===== src/rtl/sorted_priority_queue_defines.svh =====
// ---------------------------------------------------------------------------
// Sorted priority queue: assertion macros
// Shared concurrent assertion forms, clocked on clk, disabled in reset.
// ---------------------------------------------------------------------------
`ifndef SORTED_PRIORITY_QUEUE_DEFINES_SVH
`define SORTED_PRIORITY_QUEUE_DEFINES_SVH

// Condition holds at every edge out of reset
`define SPQ_CHECK(lbl, cond, msg) \
	lbl: assert property (@(posedge clk) disable iff (!arst_n) (cond)) else $error(msg);

// Antecedent implies consequent in the same cycle
`define SPQ_IMPLY(lbl, ante, cons, msg) \
	lbl: assert property (@(posedge clk) disable iff (!arst_n) (ante) |-> (cons)) else $error(msg);

// Antecedent implies consequent in the next cycle
`define SPQ_NEXT(lbl, ante, cons, msg) \
	lbl: assert property (@(posedge clk) disable iff (!arst_n) (ante) |=> (cons)) else $error(msg);

`endif


===== src/rtl/spq_pkg.sv =====
// ---------------------------------------------------------------------------
// spq_pkg
// Sizes, command and status codes, and transfer types of the sorted queue.
// ---------------------------------------------------------------------------
`timescale 1ns / 1ps
`default_nettype none

package spq_pkg;

	localparam int QUEUE_DEPTH    = 16;
	localparam int ELEMENT_WIDTH  = 32;
	localparam int PRIORITY_WIDTH = 32;

	localparam int IDX_W = $clog2(QUEUE_DEPTH);
	localparam int CNT_W = $clog2(QUEUE_DEPTH + 1);

	typedef logic [ELEMENT_WIDTH-1:0]  elem_t;
	typedef logic [PRIORITY_WIDTH-1:0] prio_t;
	typedef logic [IDX_W-1:0]          idx_t;
	typedef logic [IDX_W:0]            pos_t;
	typedef logic [CNT_W-1:0]          cnt_t;
	typedef logic [QUEUE_DEPTH-1:0]    dep_vec_t;
	typedef logic [2:0]                opcode_t;
	typedef logic [1:0]                status_t;

	// Command codes
	localparam opcode_t OP_INSERT   = 3'd0;
	localparam opcode_t OP_REM_HEAD = 3'd1;
	localparam opcode_t OP_REM_ELEM = 3'd2;
	localparam opcode_t OP_CHANGE   = 3'd3;
	localparam opcode_t OP_CONTAINS = 3'd4;
	localparam opcode_t OP_CLEAR    = 3'd5;
	localparam opcode_t OP_FIRST    = 3'd6;
	localparam opcode_t OP_NEXT     = 3'd7;

	// Result status codes
	localparam status_t STAT_OK        = 2'd0;
	localparam status_t STAT_NOT_FOUND = 2'd1;
	localparam status_t STAT_FULL      = 2'd2;

	typedef struct packed {
		opcode_t     opcode;
		logic [31:0] element;
		logic [31:0] priority_req;
		logic [31:0] repl_priority;
	} cmd_t;

	typedef struct packed {
		status_t     status;
		logic        found;
		logic [31:0] read_element;
		logic        read_valid;
		logic [4:0]  entry_count;
	} rsp_t;

	// One queue entry held by a cell
	typedef struct packed {
		elem_t elem;
		prio_t prio;
	} entry_t;

	// Per-cell control from the sequencer
	typedef struct packed {
		logic cmp;
		logic ins;
		logic shl;
	} cell_ctl_t;

	// Per-cell compare results
	typedef struct packed {
		logic ge;
		logic me;
		logic mb;
	} cell_flag_t;

endpackage

`default_nettype wire


===== src/rtl/spq_cell.sv =====
// ---------------------------------------------------------------------------
// spq_cell
// One slot of the sorted chain: holds an entry, compares it against the
// broadcast key and takes data from either neighbor on insert or removal.
// ---------------------------------------------------------------------------
`timescale 1ns / 1ps
`default_nettype none

module spq_cell (
	input  wire                 clk,
	input  spq_pkg::cell_ctl_t  ctl,
	input  wire                 occ,
	input  spq_pkg::entry_t     key,
	input  spq_pkg::entry_t     ins,
	input  wire                 left_ge,
	input  spq_pkg::entry_t     left,
	input  spq_pkg::entry_t     right,
	output spq_pkg::entry_t     ent,
	output spq_pkg::cell_flag_t flag
);

	spq_pkg::entry_t     ent_q;
	spq_pkg::cell_flag_t flag_q;

	// Latch compare results against the broadcast key
	always_ff @(posedge clk) begin
		if (ctl.cmp) begin
			flag_q.ge <= occ && (ent_q.prio >= key.prio);
			flag_q.me <= occ && (ent_q.elem == key.elem);
			flag_q.mb <= occ && (ent_q.elem == key.elem) && (ent_q.prio == key.prio);
		end
	end

	// Hold, take the new entry, shift in from the left, or shift in from the right
	always_ff @(posedge clk) begin
		priority if (ctl.ins) begin
			if (!flag_q.ge) begin
				if (left_ge) begin
					ent_q <= ins;
				end else begin
					ent_q <= left;
				end
			end
		end else if (ctl.shl) begin
			ent_q <= right;
		end
	end

	assign ent  = ent_q;
	assign flag = flag_q;

endmodule

`default_nettype wire


===== src/rtl/spq_ctrl.sv =====
// ---------------------------------------------------------------------------
// spq_ctrl
// Command sequencer: takes commands, drives the cell chain, keeps the
// occupancy and read iterator, and registers the result transfer.
// ---------------------------------------------------------------------------
`timescale 1ns / 1ps
`default_nettype none
`include "sorted_priority_queue_defines.svh"

module spq_ctrl (
	input  wire                 clk,
	input  wire                 arst_n,
	input  wire                 cmd_valid,
	output logic                cmd_stall,
	input  spq_pkg::cmd_t       cmd,
	output logic                rsp_valid,
	input  wire                 rsp_stall,
	output spq_pkg::rsp_t       rsp,
	input  spq_pkg::entry_t     ents  [spq_pkg::QUEUE_DEPTH],
	input  spq_pkg::cell_flag_t flags [spq_pkg::QUEUE_DEPTH],
	output spq_pkg::cell_ctl_t  ctls  [spq_pkg::QUEUE_DEPTH],
	output spq_pkg::dep_vec_t   occ,
	output spq_pkg::entry_t     key,
	output spq_pkg::entry_t     ins
);

	localparam logic [1:0] S_IDLE = 2'd0;
	localparam logic [1:0] S_EXEC = 2'd1;
	localparam logic [1:0] S_CMP  = 2'd2;
	localparam logic [1:0] S_WAIT = 2'd3;

	logic [1:0]        state_q, state_d;
	spq_pkg::cmd_t     cmd_q;
	logic              reins_q, reins_d;
	spq_pkg::cnt_t     count_q, count_d;
	logic              iter_active_q, iter_active_d;
	spq_pkg::idx_t     iter_pos_q, iter_pos_d;
	spq_pkg::rsp_t     rsp_q, res_q, res;
	logic              rsp_valid_q;

	logic              accept, out_free, finish, load_rsp, to_cmp, ins_en, cmp_en;
	spq_pkg::dep_vec_t rm_vec, shl_vec, me_vec, mb_vec;
	spq_pkg::pos_t     next_pos;
	spq_pkg::dep_vec_t low_mask;

	assign accept    = cmd_valid && !cmd_stall;
	assign cmd_stall = (state_q != S_IDLE);
	assign out_free  = !rsp_valid_q || !rsp_stall;
	assign cmp_en    = accept || (state_q == S_CMP);
	assign next_pos  = spq_pkg::pos_t'(iter_pos_q) + spq_pkg::pos_t'(1);

	// Gather cell flags and occupancy
	always_comb begin
		for (int i = 0; i < spq_pkg::QUEUE_DEPTH; i++) begin
			me_vec[i] = flags[i].me;
			mb_vec[i] = flags[i].mb;
			occ[i]    = spq_pkg::cnt_t'(i) < count_q;
		end
	end

	// Broadcast compare key: the incoming command, or the new priority on reinsert
	always_comb begin
		if (state_q == S_IDLE) begin
			key.elem = spq_pkg::elem_t'(cmd.element);
			key.prio = spq_pkg::prio_t'(cmd.priority_req);
		end else begin
			key.elem = spq_pkg::elem_t'(cmd_q.element);
			key.prio = spq_pkg::prio_t'(cmd_q.repl_priority);
		end
	end

	assign ins.elem = spq_pkg::elem_t'(cmd_q.element);
	assign ins.prio = reins_q ? spq_pkg::prio_t'(cmd_q.repl_priority)
	                          : spq_pkg::prio_t'(cmd_q.priority_req);

	// Execute the command against the latched cell flags
	always_comb begin
		ins_en        = 1'b0;
		rm_vec        = '0;
		to_cmp        = 1'b0;
		reins_d       = reins_q;
		count_d       = count_q;
		iter_active_d = iter_active_q;
		iter_pos_d    = iter_pos_q;
		res           = '0;
		res.status    = spq_pkg::STAT_OK;
		if (state_q == S_EXEC) begin
			priority if (reins_q) begin
				ins_en  = 1'b1;
				reins_d = 1'b0;
				count_d = count_q + spq_pkg::cnt_t'(1);
			end else begin
				unique case (cmd_q.opcode)
					spq_pkg::OP_INSERT: begin
						iter_active_d = 1'b0;
						if (count_q == spq_pkg::cnt_t'(spq_pkg::QUEUE_DEPTH)) begin
							res.status = spq_pkg::STAT_FULL;
						end else begin
							ins_en  = 1'b1;
							count_d = count_q + spq_pkg::cnt_t'(1);
						end
					end
					spq_pkg::OP_REM_HEAD: begin
						iter_active_d = 1'b0;
						if (count_q != '0) begin
							rm_vec  = spq_pkg::dep_vec_t'(1);
							count_d = count_q - spq_pkg::cnt_t'(1);
						end
					end
					spq_pkg::OP_REM_ELEM: begin
						iter_active_d = 1'b0;
						if (|me_vec) begin
							rm_vec  = me_vec;
							count_d = count_q - spq_pkg::cnt_t'(1);
						end else begin
							res.status = spq_pkg::STAT_NOT_FOUND;
						end
					end
					spq_pkg::OP_CHANGE: begin
						iter_active_d = 1'b0;
						if (|mb_vec) begin
							rm_vec  = mb_vec;
							count_d = count_q - spq_pkg::cnt_t'(1);
							to_cmp  = 1'b1;
							reins_d = 1'b1;
						end else begin
							res.status = spq_pkg::STAT_NOT_FOUND;
						end
					end
					spq_pkg::OP_CONTAINS: begin
						res.found = |me_vec;
					end
					spq_pkg::OP_CLEAR: begin
						iter_active_d = 1'b0;
						iter_pos_d    = '0;
						count_d       = '0;
					end
					spq_pkg::OP_FIRST: begin
						if (count_q != '0) begin
							iter_active_d    = 1'b1;
							iter_pos_d       = '0;
							res.read_element = 32'(ents[0].elem);
							res.read_valid   = 1'b1;
						end
					end
					spq_pkg::OP_NEXT: begin
						if (iter_active_q && (next_pos < spq_pkg::pos_t'(count_q)) &&
						    (next_pos < spq_pkg::pos_t'(spq_pkg::QUEUE_DEPTH))) begin
							iter_pos_d       = next_pos[spq_pkg::IDX_W-1:0];
							res.read_element = 32'(ents[next_pos[spq_pkg::IDX_W-1:0]].elem);
							res.read_valid   = 1'b1;
						end
					end
					default: begin
					end
				endcase
			end
		end
		res.entry_count = 5'(count_d);
	end

	// Turn the first match into a left shift from that slot to the tail
	always_comb begin
		for (int i = 0; i < spq_pkg::QUEUE_DEPTH; i++) begin
			low_mask   = {spq_pkg::QUEUE_DEPTH{1'b1}} >> (spq_pkg::QUEUE_DEPTH - 1 - i);
			shl_vec[i] = |(rm_vec & low_mask);
		end
	end

	always_comb begin
		for (int i = 0; i < spq_pkg::QUEUE_DEPTH; i++) begin
			ctls[i].cmp = cmp_en;
			ctls[i].ins = ins_en;
			ctls[i].shl = shl_vec[i];
		end
	end

	assign finish   = (state_q == S_EXEC) && !to_cmp;
	assign load_rsp = out_free && (finish || (state_q == S_WAIT));

	// Advance the sequencer
	always_comb begin
		state_d = state_q;
		unique case (state_q)
			S_IDLE: begin
				if (accept) begin
					state_d = S_EXEC;
				end
			end
			S_EXEC: begin
				if (to_cmp) begin
					state_d = S_CMP;
				end else if (out_free) begin
					state_d = S_IDLE;
				end else begin
					state_d = S_WAIT;
				end
			end
			S_CMP: begin
				state_d = S_EXEC;
			end
			S_WAIT: begin
				if (out_free) begin
					state_d = S_IDLE;
				end
			end
			default: begin
				state_d = S_IDLE;
			end
		endcase
	end

	// Control state
	always_ff @(posedge clk or negedge arst_n) begin
		if (!arst_n) begin
			state_q       <= S_IDLE;
			reins_q       <= 1'b0;
			count_q       <= '0;
			iter_active_q <= 1'b0;
			iter_pos_q    <= '0;
			rsp_valid_q   <= 1'b0;
		end else begin
			state_q       <= state_d;
			reins_q       <= reins_d;
			count_q       <= count_d;
			iter_active_q <= iter_active_d;
			iter_pos_q    <= iter_pos_d;
			rsp_valid_q   <= load_rsp || (rsp_valid_q && rsp_stall);
		end
	end

	// Hold command, parked result and output transfer
	always_ff @(posedge clk) begin
		if (accept) begin
			cmd_q <= cmd;
		end
		if (finish && !out_free) begin
			res_q <= res;
		end
		if (load_rsp) begin
			rsp_q <= (state_q == S_WAIT) ? res_q : res;
		end
	end

	assign rsp_valid = rsp_valid_q;
	assign rsp       = rsp_q;

	`SPQ_CHECK(a_count_bound, count_q <= spq_pkg::cnt_t'(spq_pkg::QUEUE_DEPTH), "occupancy above depth")
	`SPQ_IMPLY(a_ins_no_shift, ins_en, shl_vec == '0, "insert and removal in one cycle")
	`SPQ_IMPLY(a_wait_pending, state_q == S_WAIT, rsp_valid_q, "parked result without output")
	`SPQ_IMPLY(a_reins_change, reins_q, cmd_q.opcode == spq_pkg::OP_CHANGE, "reinsert outside change priority")
	`SPQ_NEXT(a_accept_exec, accept, state_q == S_EXEC, "accepted command not executed")

endmodule

`default_nettype wire


===== src/rtl/sorted_priority_queue.sv =====
// ---------------------------------------------------------------------------
// sorted_priority_queue
// Bounded priority queue of 16 entries kept in descending priority order,
// first in first out among equal priorities, built as a chain of cells.
// ---------------------------------------------------------------------------
// Usage:
//   cmd carries one command (opcode, element, priority, new priority); it
//   transfers on a clock edge with cmd_valid high and cmd_stall low.
//   rsp returns exactly one result per command, with the same handshake on
//   rsp_valid / rsp_stall, in command order.
// Timing:
//   A command is taken in one cycle and executed in the next, and cmd_stall
//   stays high until it has finished. Change priority runs a removal
//   pass, a second compare with the new priority, then the insertion pass.
//   All cells compare in parallel and shift by one slot per pass; the
//   sequencer works on one command at a time.
//   rsp_valid is registered from the final execute pass of each command.
// Stalls and reset:
//   A result waiting on rsp does not block the next command; if a second
//   result is ready while rsp is still stalled, it is parked and cmd_stall
//   stays high until rsp drains.
//   Reset empties the queue, drops the read iterator and any pending result.
// ---------------------------------------------------------------------------
`timescale 1ns / 1ps
`default_nettype none

module sorted_priority_queue (
	input  wire           clk,
	input  wire           arst_n,
	input  wire           cmd_valid,
	output logic          cmd_stall,
	input  spq_pkg::cmd_t cmd,
	output logic          rsp_valid,
	input  wire           rsp_stall,
	output spq_pkg::rsp_t rsp
);

	spq_pkg::entry_t     ent_w  [spq_pkg::QUEUE_DEPTH];
	spq_pkg::cell_flag_t flag_w [spq_pkg::QUEUE_DEPTH];
	spq_pkg::cell_ctl_t  ctl_w  [spq_pkg::QUEUE_DEPTH];
	spq_pkg::dep_vec_t   occ_w;
	spq_pkg::entry_t     key_w;
	spq_pkg::entry_t     ins_w;

	// Sequencer
	spq_ctrl u_ctrl (
		.clk       (clk),
		.arst_n    (arst_n),
		.cmd_valid (cmd_valid),
		.cmd_stall (cmd_stall),
		.cmd       (cmd),
		.rsp_valid (rsp_valid),
		.rsp_stall (rsp_stall),
		.rsp       (rsp),
		.ents      (ent_w),
		.flags     (flag_w),
		.ctls      (ctl_w),
		.occ       (occ_w),
		.key       (key_w),
		.ins       (ins_w)
	);

	// Cell chain: head at slot 0, each cell wired to both neighbors
	genvar i;
	for (i = 0; i < spq_pkg::QUEUE_DEPTH; i++) begin : g_cell
		spq_pkg::entry_t left_ent;
		spq_pkg::entry_t right_ent;
		logic            left_ge;

		if (i == 0) begin : g_head
			assign left_ge  = 1'b1;
			assign left_ent = ins_w;
		end else begin : g_body
			assign left_ge  = flag_w[i-1].ge;
			assign left_ent = ent_w[i-1];
		end

		if (i == spq_pkg::QUEUE_DEPTH - 1) begin : g_tail
			assign right_ent = ent_w[i];
		end else begin : g_mid
			assign right_ent = ent_w[i+1];
		end

		spq_cell u_cell (
			.clk     (clk),
			.ctl     (ctl_w[i]),
			.occ     (occ_w[i]),
			.key     (key_w),
			.ins     (ins_w),
			.left_ge (left_ge),
			.left    (left_ent),
			.right   (right_ent),
			.ent     (ent_w[i]),
			.flag    (flag_w[i])
		);
	end

endmodule

`default_nettype wire


===== config.mk =====
export PLATFORM = sky130hd
export DESIGN_NAME = sorted_priority_queue
export DESIGN_NICKNAME = d
export VERILOG_FILES = /design/src/rtl/spq_pkg.sv /design/src/rtl/spq_cell.sv /design/src/rtl/spq_ctrl.sv /design/src/rtl/sorted_priority_queue.sv
export VERILOG_INCLUDE_DIRS = /design/src /design/src/rtl
export SDC_FILE = /design/constraint.sdc
export NUM_CORES = 2
export LEC_CHECK = 0
export BUFFER_PORTS_ARGS = -buffer_cell sky130_fd_sc_hd__buf_2
export CORE_MARGIN = 4
export CORE_UTILIZATION = 40
export CTS_BUF_LIST = sky130_fd_sc_hd__clkbuf_8
export DETAILED_ROUTE_END_ITERATION = 7
export GPL_TIMING_DRIVEN = 0
export PLACE_DENSITY = 0.55
export SYNTH_ARGS = -nofsm -noshare
export SYNTH_HDL_FRONTEND = slang
export SYNTH_SLANG_ARGS = --single-unit

===== constraint.sdc =====
create_clock -name clk -period 9.6 [get_ports clk]
set_input_delay 2.88 -clock clk [delete_from_list [all_inputs] [get_ports clk]]
set_output_delay 2.88 -clock clk [all_outputs]
set_load 0.02 [all_outputs]

# ---- Word-level counts from Yosys, hierarchy flattened
# Index checks and enable logic that the tools add are counted.
dict set report word_totals {
  regBits 1267
  inputBits 103
}
dict set report classes {
  n_mux 107
  n_lt_le_gt_ge 35
  reduce_logical 121
  addsub 3
  n_bitwise 3
  n_eq_ne 62
}
# operator n
set ops {}
lappend ops {{64-bit two-way mux} 63}
lappend ops {{32-bit == test} 32}
lappend ops {{32-bit >= comparator} 16}
lappend ops {{64-bit binary-select mux with 4-bit select} 1}
lappend ops {{36-bit two-way mux} 2}
lappend ops {{33-bit two-way mux} 2}
lappend ops {{33-bit case mux with 2 select lines} 1}
lappend ops {{15-bit two-way mux} 4}
lappend ops {{1-bit logical AND} 55}
lappend ops {{15-bit case mux with 3 select lines} 1}
lappend ops {{41-bit two-way mux} 1}
lappend ops {{4-bit by 5-bit less-than comparator with 1-bit output, first input constant} 8}
lappend ops {{2-bit AND reduction} 17}
lappend ops {{2-bit nonzero test} 17}
lappend ops {{32-bit two-way mux} 1}
lappend ops {{16-bit OR reduction} 2}
lappend ops {{5-bit two-way mux} 6}
lappend ops {{2-bit != test, second input constant} 15}
lappend ops {{5-bit case mux with 5 select lines} 1}
lappend ops {{3-bit by 5-bit less-than comparator with 1-bit output, first input constant} 4}
lappend ops {{15-bit OR reduction} 1}
lappend ops {{14-bit OR reduction} 1}
lappend ops {{1-bit two-way mux} 13}
lappend ops {{13-bit OR reduction} 1}
lappend ops {{42 further kinds} 66}

# ---- Depth between registers and ports, before layout
dict set report depth {
  ltp_word 10
  depth_mapped 13
  depth_no_buf 9
}

# ---- Cells and area by module
# From an unflattened synthesis, not the netlist that was laid out.
dict set report hier_totals {
  cells_unflattened 7921
  area_unflattened_um2 85313.1
}
# mod cells_per_inst area_each_um2 instances seq_area_each_um2
set by_module_without_submodules {}
lappend by_module_without_submodules {{spq_cell at g_cell[0].u_cell ...} 438 4494.3 13 2011.9}
lappend by_module_without_submodules {{spq_cell at g_cell[7].u_cell ...} 439 4498.1 3 2011.9}
lappend by_module_without_submodules {spq_ctrl 909 13389.1 1 5785.5}
lappend by_module_without_submodules {sorted_priority_queue 1 3.8 1 0.0}

# ---- Least setup slack after synthesis
# OpenSTA, ideal clock, no wires.
dict set report synth_path {
  kind {flip-flop to flip-flop}
  from {register u_ctrl.count_q[0]}
  to {register g_cell[2].u_cell.ent_q, in the netlist g_cell[2].u_cell.ent[0], enable pin}
  setup_ns 0.574
  path_stages_with_launch 13
  slack_ns 1.929
  n_path_buf 6
  arrival_time_ns 7.096
  required_time_ns 9.026
  path_cell_list {dfrtp_1 clkbuf_1 inv_1 ha_1 and4_1 o41a_1 nand2b_1 buf_2 buf_2 buf_2 clkbuf_1 buf_2 o21ai_0}
}
dict set report synth_via {
  elab_chain_cells 8
}
# element line_no
set synth_lines {}
lappend synth_lines {{start: declaration} spq_ctrl.sv:35} ;# spq_pkg::cnt_t count_q, count_d;
lappend synth_lines {{start signal: assignment} spq_ctrl.sv:225} ;# count_q <= count_d;
lappend synth_lines {{5-bit nonzero test} spq_ctrl.sv:105} ;# if (count_q != '0) begin
lappend synth_lines {{1-bit two-way mux} spq_ctrl.sv:105}
lappend synth_lines {{15-bit case mux with 3 select lines} spq_ctrl.sv:93} ;# unique case (cmd_q.opcode)
lappend synth_lines {{15-bit two-way mux} spq_ctrl.sv:88} ;# priority if (reins_q) begin
lappend synth_lines {{15-bit two-way mux} spq_ctrl.sv:87} ;# if (state_q == S_EXEC) begin
lappend synth_lines {{3-bit OR reduction} spq_ctrl.sv:166} ;# shl_vec[i] = |(rm_vec & low_mask);
lappend synth_lines {{2-bit nonzero test (no source line)} n/a}
lappend synth_lines {{2-bit AND reduction (no source line) *} n/a}
lappend synth_lines {{end signal: assignment} spq_cell.sv:39} ;# ent_q <= ins;
lappend synth_lines {{end signal: assignment} spq_cell.sv:41} ;# ent_q <= left;
lappend synth_lines {{end signal: assignment} spq_cell.sv:45} ;# ent_q <= right;
lappend synth_lines {{end: declaration} spq_cell.sv:22} ;# spq_pkg::entry_t ent_q;
# Mark *: on every way between the ends. The rest lies on a longest branch, timed or not.
# A chain may end at the register's enable or synchronous reset.

# ---- Worst setup path after layout
dict set report layout_path {
  from {register u_ctrl.iter_pos_q[0]}
  to {register u_ctrl.rsp_q, in the netlist u_ctrl.rsp[32], data pin}
}
dict set report layout_via {
  elab_chain_cells 10
}
# element line_no
set layout_lines {}
lappend layout_lines {{start: declaration} spq_ctrl.sv:37} ;# spq_pkg::idx_t iter_pos_q, iter_pos_d;
lappend layout_lines {{start signal: assignment} spq_ctrl.sv:227} ;# iter_pos_q <= iter_pos_d;
lappend layout_lines {{4-bit by 1-bit adder with 5-bit output *} spq_ctrl.sv:50} ;# assign next_pos = spq_pkg::pos_t'(iter_pos_q) + spq_pkg::pos_t'(1);
lappend layout_lines {{4-bit inverter with 5-bit output (not written as such)} spq_ctrl.sv:150} ;# res.read_element = 32'(ents[next_pos[spq_pkg::IDX_W-1:0]].elem);
lappend layout_lines {{64-bit binary-select mux with 4-bit select} spq_ctrl.sv:150}
lappend layout_lines {{64-bit two-way mux (not written as such) (2 in series)} spq_ctrl.sv:150}
lappend layout_lines {{33-bit two-way mux *} spq_ctrl.sv:147} ;# if (iter_active_q && (next_pos < spq_pkg::pos_t'(count_q)) &&
lappend layout_lines {{33-bit case mux with 2 select lines *} spq_ctrl.sv:93}
lappend layout_lines {{36-bit two-way mux *} spq_ctrl.sv:88}
lappend layout_lines {{36-bit two-way mux *} spq_ctrl.sv:87}
lappend layout_lines {{41-bit two-way mux *} spq_ctrl.sv:241} ;# rsp_q <= (state_q == S_WAIT) ? res_q : res;
lappend layout_lines {{end signal: assignment} spq_ctrl.sv:241}
lappend layout_lines {{end: declaration} spq_ctrl.sv:38} ;# spq_pkg::rsp_t rsp_q, res_q, res;
# Mark *: on every way between the ends. The rest lies on a longest branch, timed or not. The select of a mux whose other input is x is not followed.

==> results.sh <==
export IMPL_drt_iter0_markers=11200
export IMPL_synth_area_leaders="edfxtp_1 (45%), o21ai_0 (9.0%), ha_1 (7.8%)"
export IMPL_hpwl_um=333000
export IMPL_cp_required_ns=10.47
export IMPL_gp_congestion=1.07
export IMPL_initial_utilization_pct=40.2
export IMPL_cp_data_arrival_time_ns=7.74
export IMPL_comb_power_share_pct=56.2
export IMPL_tritoncts="yes"
export IMPL_crit_type="flip-flop to flip-flop"
export IMPL_drtAntennaViolNets=0
export IMPL_clock_skew_ns=0.0512
export IMPL_synthArstFlopShare_pct=1.10
export IMPL_status="finished, violations left"
export IMPL_synth_edf_count=1253
export IMPL_critPathTopFamily="buffers and inverters"
export IMPL_worst_setup_path_start_kind="flip-flop"
export IMPL_p_sw_mw=19.5
export IMPL_power_internal_mw=18.6
export IMPL_drt_pass1_iter_count=8
export IMPL_clock_sinks=1267
export IMPL_grt_max_degree=55
export IMPL_ioPinCount=146
export IMPL_dieArea_um2=216000
export IMPL_timing_final_ws_setup_ns=2.73
export IMPL_swShare_pct=51.2
export IMPL_path_max_fanout=10
export IMPL_core_um2=207000
export IMPL_drc_errors=0
export IMPL_avgSynthCellArea_um2=10.1
export IMPL_cp_startpoint="u_ctrl.iter_pos_q[0]"
export IMPL_fin_util_pct=45.4
export IMPL_pwr_share_clk_pct=13.6
export IMPL_ys_types=84
export IMPL_grt_first_pass_wirelength_um=556000
export IMPL_p_seq_share_pct=30.2
export IMPL_fin_nets=9356
export IMPL_clk_latency_ns=1.06
export IMPL_die_h_um=464
export IMPL_period_share_pct=71.5
export IMPL_syn_inst=8263
export IMPL_yosys_area_top_type="edfxtp_1"
export IMPL_cts_hold_buf=0
export IMPL_grt_pass1_vias=69800
export IMPL_crit_buf_inv=5
export IMPL_setup_violations=0
export IMPL_cts_path_max_buffers=3
export IMPL_drt_total_wl_um=410000
export IMPL_grtUsageTotal_pct=36.7
export IMPL_wl_per_cell_um=35.0
export IMPL_p_leak_nw=36.5
export IMPL_synth_top_cell_area_share_pct=45.2
export IMPL_clk_pin_slew_ns=0.06
export IMPL_hold_ws_ns=0.520
export IMPL_slew_violations=30
export IMPL_post_route_min_period_ns=6.87
export IMPL_max_stage_delay_ns=1.21
export IMPL_cts_setup_buffers=0
export IMPL_yosysSeqAreaShare_pct=45.6
export IMPL_rows=167
export IMPL_area_growth_synth_to_final_pct=13.0
export IMPL_tns_ns=0
export IMPL_worst_pin_slew_ns=1.60
export IMPL_hold_viol_final=0
export IMPL_layout_drive_gt1_share_pct=10.5
export IMPL_critical_path_cell_chain="clkbuf_1, clkbuf_2, nand3_1, xor2_1, clkbuf_1, inv_1, ha_1, nand2_1, a21oi_1, nor3_1, clkbuf_1, and3_1, a221o_1"
export IMPL_crit_path_frequent_cell="clkbuf_1"
export IMPL_post_place_ws_ns=2.60
export IMPL_synth_cell_area_um2=83300
export IMPL_cts_htree_levels=4
export IMPL_port_buffers=145
export IMPL_end_kind="flip-flop"
export IMPL_peakVddDrop_mv=0.202
export IMPL_die_w_um=464
export IMPL_antenna_found_initial=20
export IMPL_synth_ff_type="edfxtp_1"
export IMPL_synth_warnings=0
export IMPL_hold_start="u_ctrl.res_q[38]"
export IMPL_fmax_mhz=146
export IMPL_num_vias=75000
export IMPL_avgViaCountPerCell=6.40
export IMPL_r2r_start="u_ctrl.iter_pos_q[0]"
export IMPL_violations="capacitance limit, slew limit"
export IMPL_ys_ff_latch=1267
export IMPL_hp_class="flip-flop to flip-flop"
export IMPL_rsz0062_at_grt="false"
export IMPL_cp_slowest_cell="xor2_1"
export IMPL_root_buffer="clkbuf_8"
export IMPL_cap_violations=3
export IMPL_grt_ovfl_total=0
export IMPL_cts_made_buffers=235
export IMPL_synthesis_nets=8887
export IMPL_p_per_area_nw_per_um2=405
export IMPL_post_cts_resized=0
export IMPL_max_slew_margin_rel_pct=-6.96
-- area by class of cell --
type	count	area, um^2
Inverter	36	135
Sequential cell	1267	38000
Timing Repair Buffer	232	2320
Fill cell	19900	113000
Multi-Input combinational cell	6301	43100
Clock inverter	188	1050
Clock buffer	241	3320
Buffer	659	2720
Tap cell	2788	3490
Antenna cell	13	32.5
-- through the flow --
stage	area, um^2	total power, mW	instances
after global placement	87500	31.1	11200
after CTS	94000	37.1	11700
after detailed placement	89700	31.9	11300
after floorplan	83300	22.2	8263
after global routing	94100	39.4	11700
final	94100	38.1	11700
-- worst register-to-register path, cell delays in order (launching register included) --
cell and delay, ns:
dfrtp_1 0.40, clkbuf_1 0.69, clkbuf_2 0.79, nand3_1 0.20, xor2_1 1.21, clkbuf_1 0.92, inv_1 0.13, ha_1 0.33
nand2_1 0.06, a21oi_1 0.05, nor3_1 1.00, clkbuf_1 0.46, and3_1 0.30, a221o_1 0.17
-- logic make-up after synthesis --
logic type	count (synthesis)	synth area share, %
and+or+nand+nor	2515	13.8
AOI/OAI and AO/OA	2194	14.5
DFF	1267	45.6
muxes	709	11.0
buffers and inverters	695	3.41
adders and majority gates	521	7.83
xor gates and xnor gates	362	3.81
-- cells in the final DEF (no fill, tap or decap), types with 16 or more instances in the layout --
cell type | netlist | layout
nand4_1 | 112 | 112
nor4_1 | 144 | 143
inv_1 | 34 | 113
nor2_1 | 145 | 142
edfxtp_1 | 1253 | 1253
nand2b_1 | 22 | 22
nor2b_1 | 29 | 29
clkbuf_1 | 510 | 502
and4_1 | 17 | 17
a21oi_1 | 314 | 313
xor2_1 | 124 | 124
mux4_2 | 160 | 160
o21a_1 | 26 | 26
buf_12 | 0 | 52
nand2_1 | 1562 | 1562
o21ai_0 | 1498 | 1490
buf_4 | 20 | 33
ha_1 | 521 | 521
buf_1 | 19 | 16
mux2i_1 | 512 | 481
o31ai_1 | 17 | 17
o211ai_1 | 36 | 36
or3b_1 | 20 | 20
and3_1 | 186 | 186
nand3_1 | 100 | 100
xnor2_1 | 238 | 238
nor3_1 | 62 | 61
clkinv_2 | 0 | 22
a21o_1 | 116 | 116
mux2i_4 | 1 | 32
a221o_1 | 38 | 38
a211oi_1 | 32 | 32
mux2_2 | 36 | 36
buf_2 | 106 | 253
clkbuf_8 | 0 | 241
clkinv_1 | 1 | 68
and2_1 | 37 | 36
-- flip-flops by register name (all words and copies together), names as in the netlist, 2 cells and up --
register,cells
g_cell.u_cell.ent,1024
u_ctrl.cmd_q,67
g_cell.u_cell.flag,48
u_ctrl.res_q,41
u_ctrl.rsp,41
u_ctrl.ins,32
u_ctrl.count_q,5
u_ctrl.iter_pos_q,4
u_ctrl.state_q,2
-- power by group through the flow --
stage	Clock (mW)	Combinational [mW]	Sequential [mW]
final	5.16	21.4	11.5
after global routing	5.42	22.5	11.5
after CTS	5.18	20.6	11.3
after detailed placement	0	20.5	11.4
after global placement	0	19.3	11.8
after floorplan	0	11.6	10.6
-- metal layers --
layer  global-route usage (%)  vias up  part of all wire (%)  wire length (um)
met3                     13.3      802                    14             55600
met2                     50.9     4958                    40            164000
met4                     16.9        4                   5.4             22100
met1                     50.7    37400                    41            168000
li1                         -    31800                     -                 -
met5                        0        -                0.0066                27
-- synthesized netlist by cell type, drive strengths merged, types with 22 or more instances --
library cell and count:
and2 37, mux2 36, nand2 1562, mux2i 513
nor2b 29, a21o 116, a221o 38, nand3 100
a211oi 32, xor2 124, clkbuf 511, nor2 146
o211ai 36, nor3 62, nor4 144, inv 35
ha 521, and3 186, o21a 26, or3b 34
a21oi 314, xnor2 238, mux4 160, o21ai 1515
edfxtp 1253, buf 148, nand4 112, nand2b 22
-- path summary, 6_finish.rpt --
path | slack, ns | to | cells past startpoint
min | 0.52 | u_ctrl.rsp[38] | 1
max in group asynchronous | 7.50 | u_ctrl.iter_pos_q[2] | 1
min reg2reg | 0.52 | u_ctrl.rsp[38] | 1
max | 2.73 | u_ctrl.rsp[32] | 13
min in group asynchronous | 1.78 | u_ctrl.iter_pos_q[0] | 1
max reg2reg | 2.73 | u_ctrl.rsp[32] | 13
No activity file was read; power rests on OpenSTA's default activity.
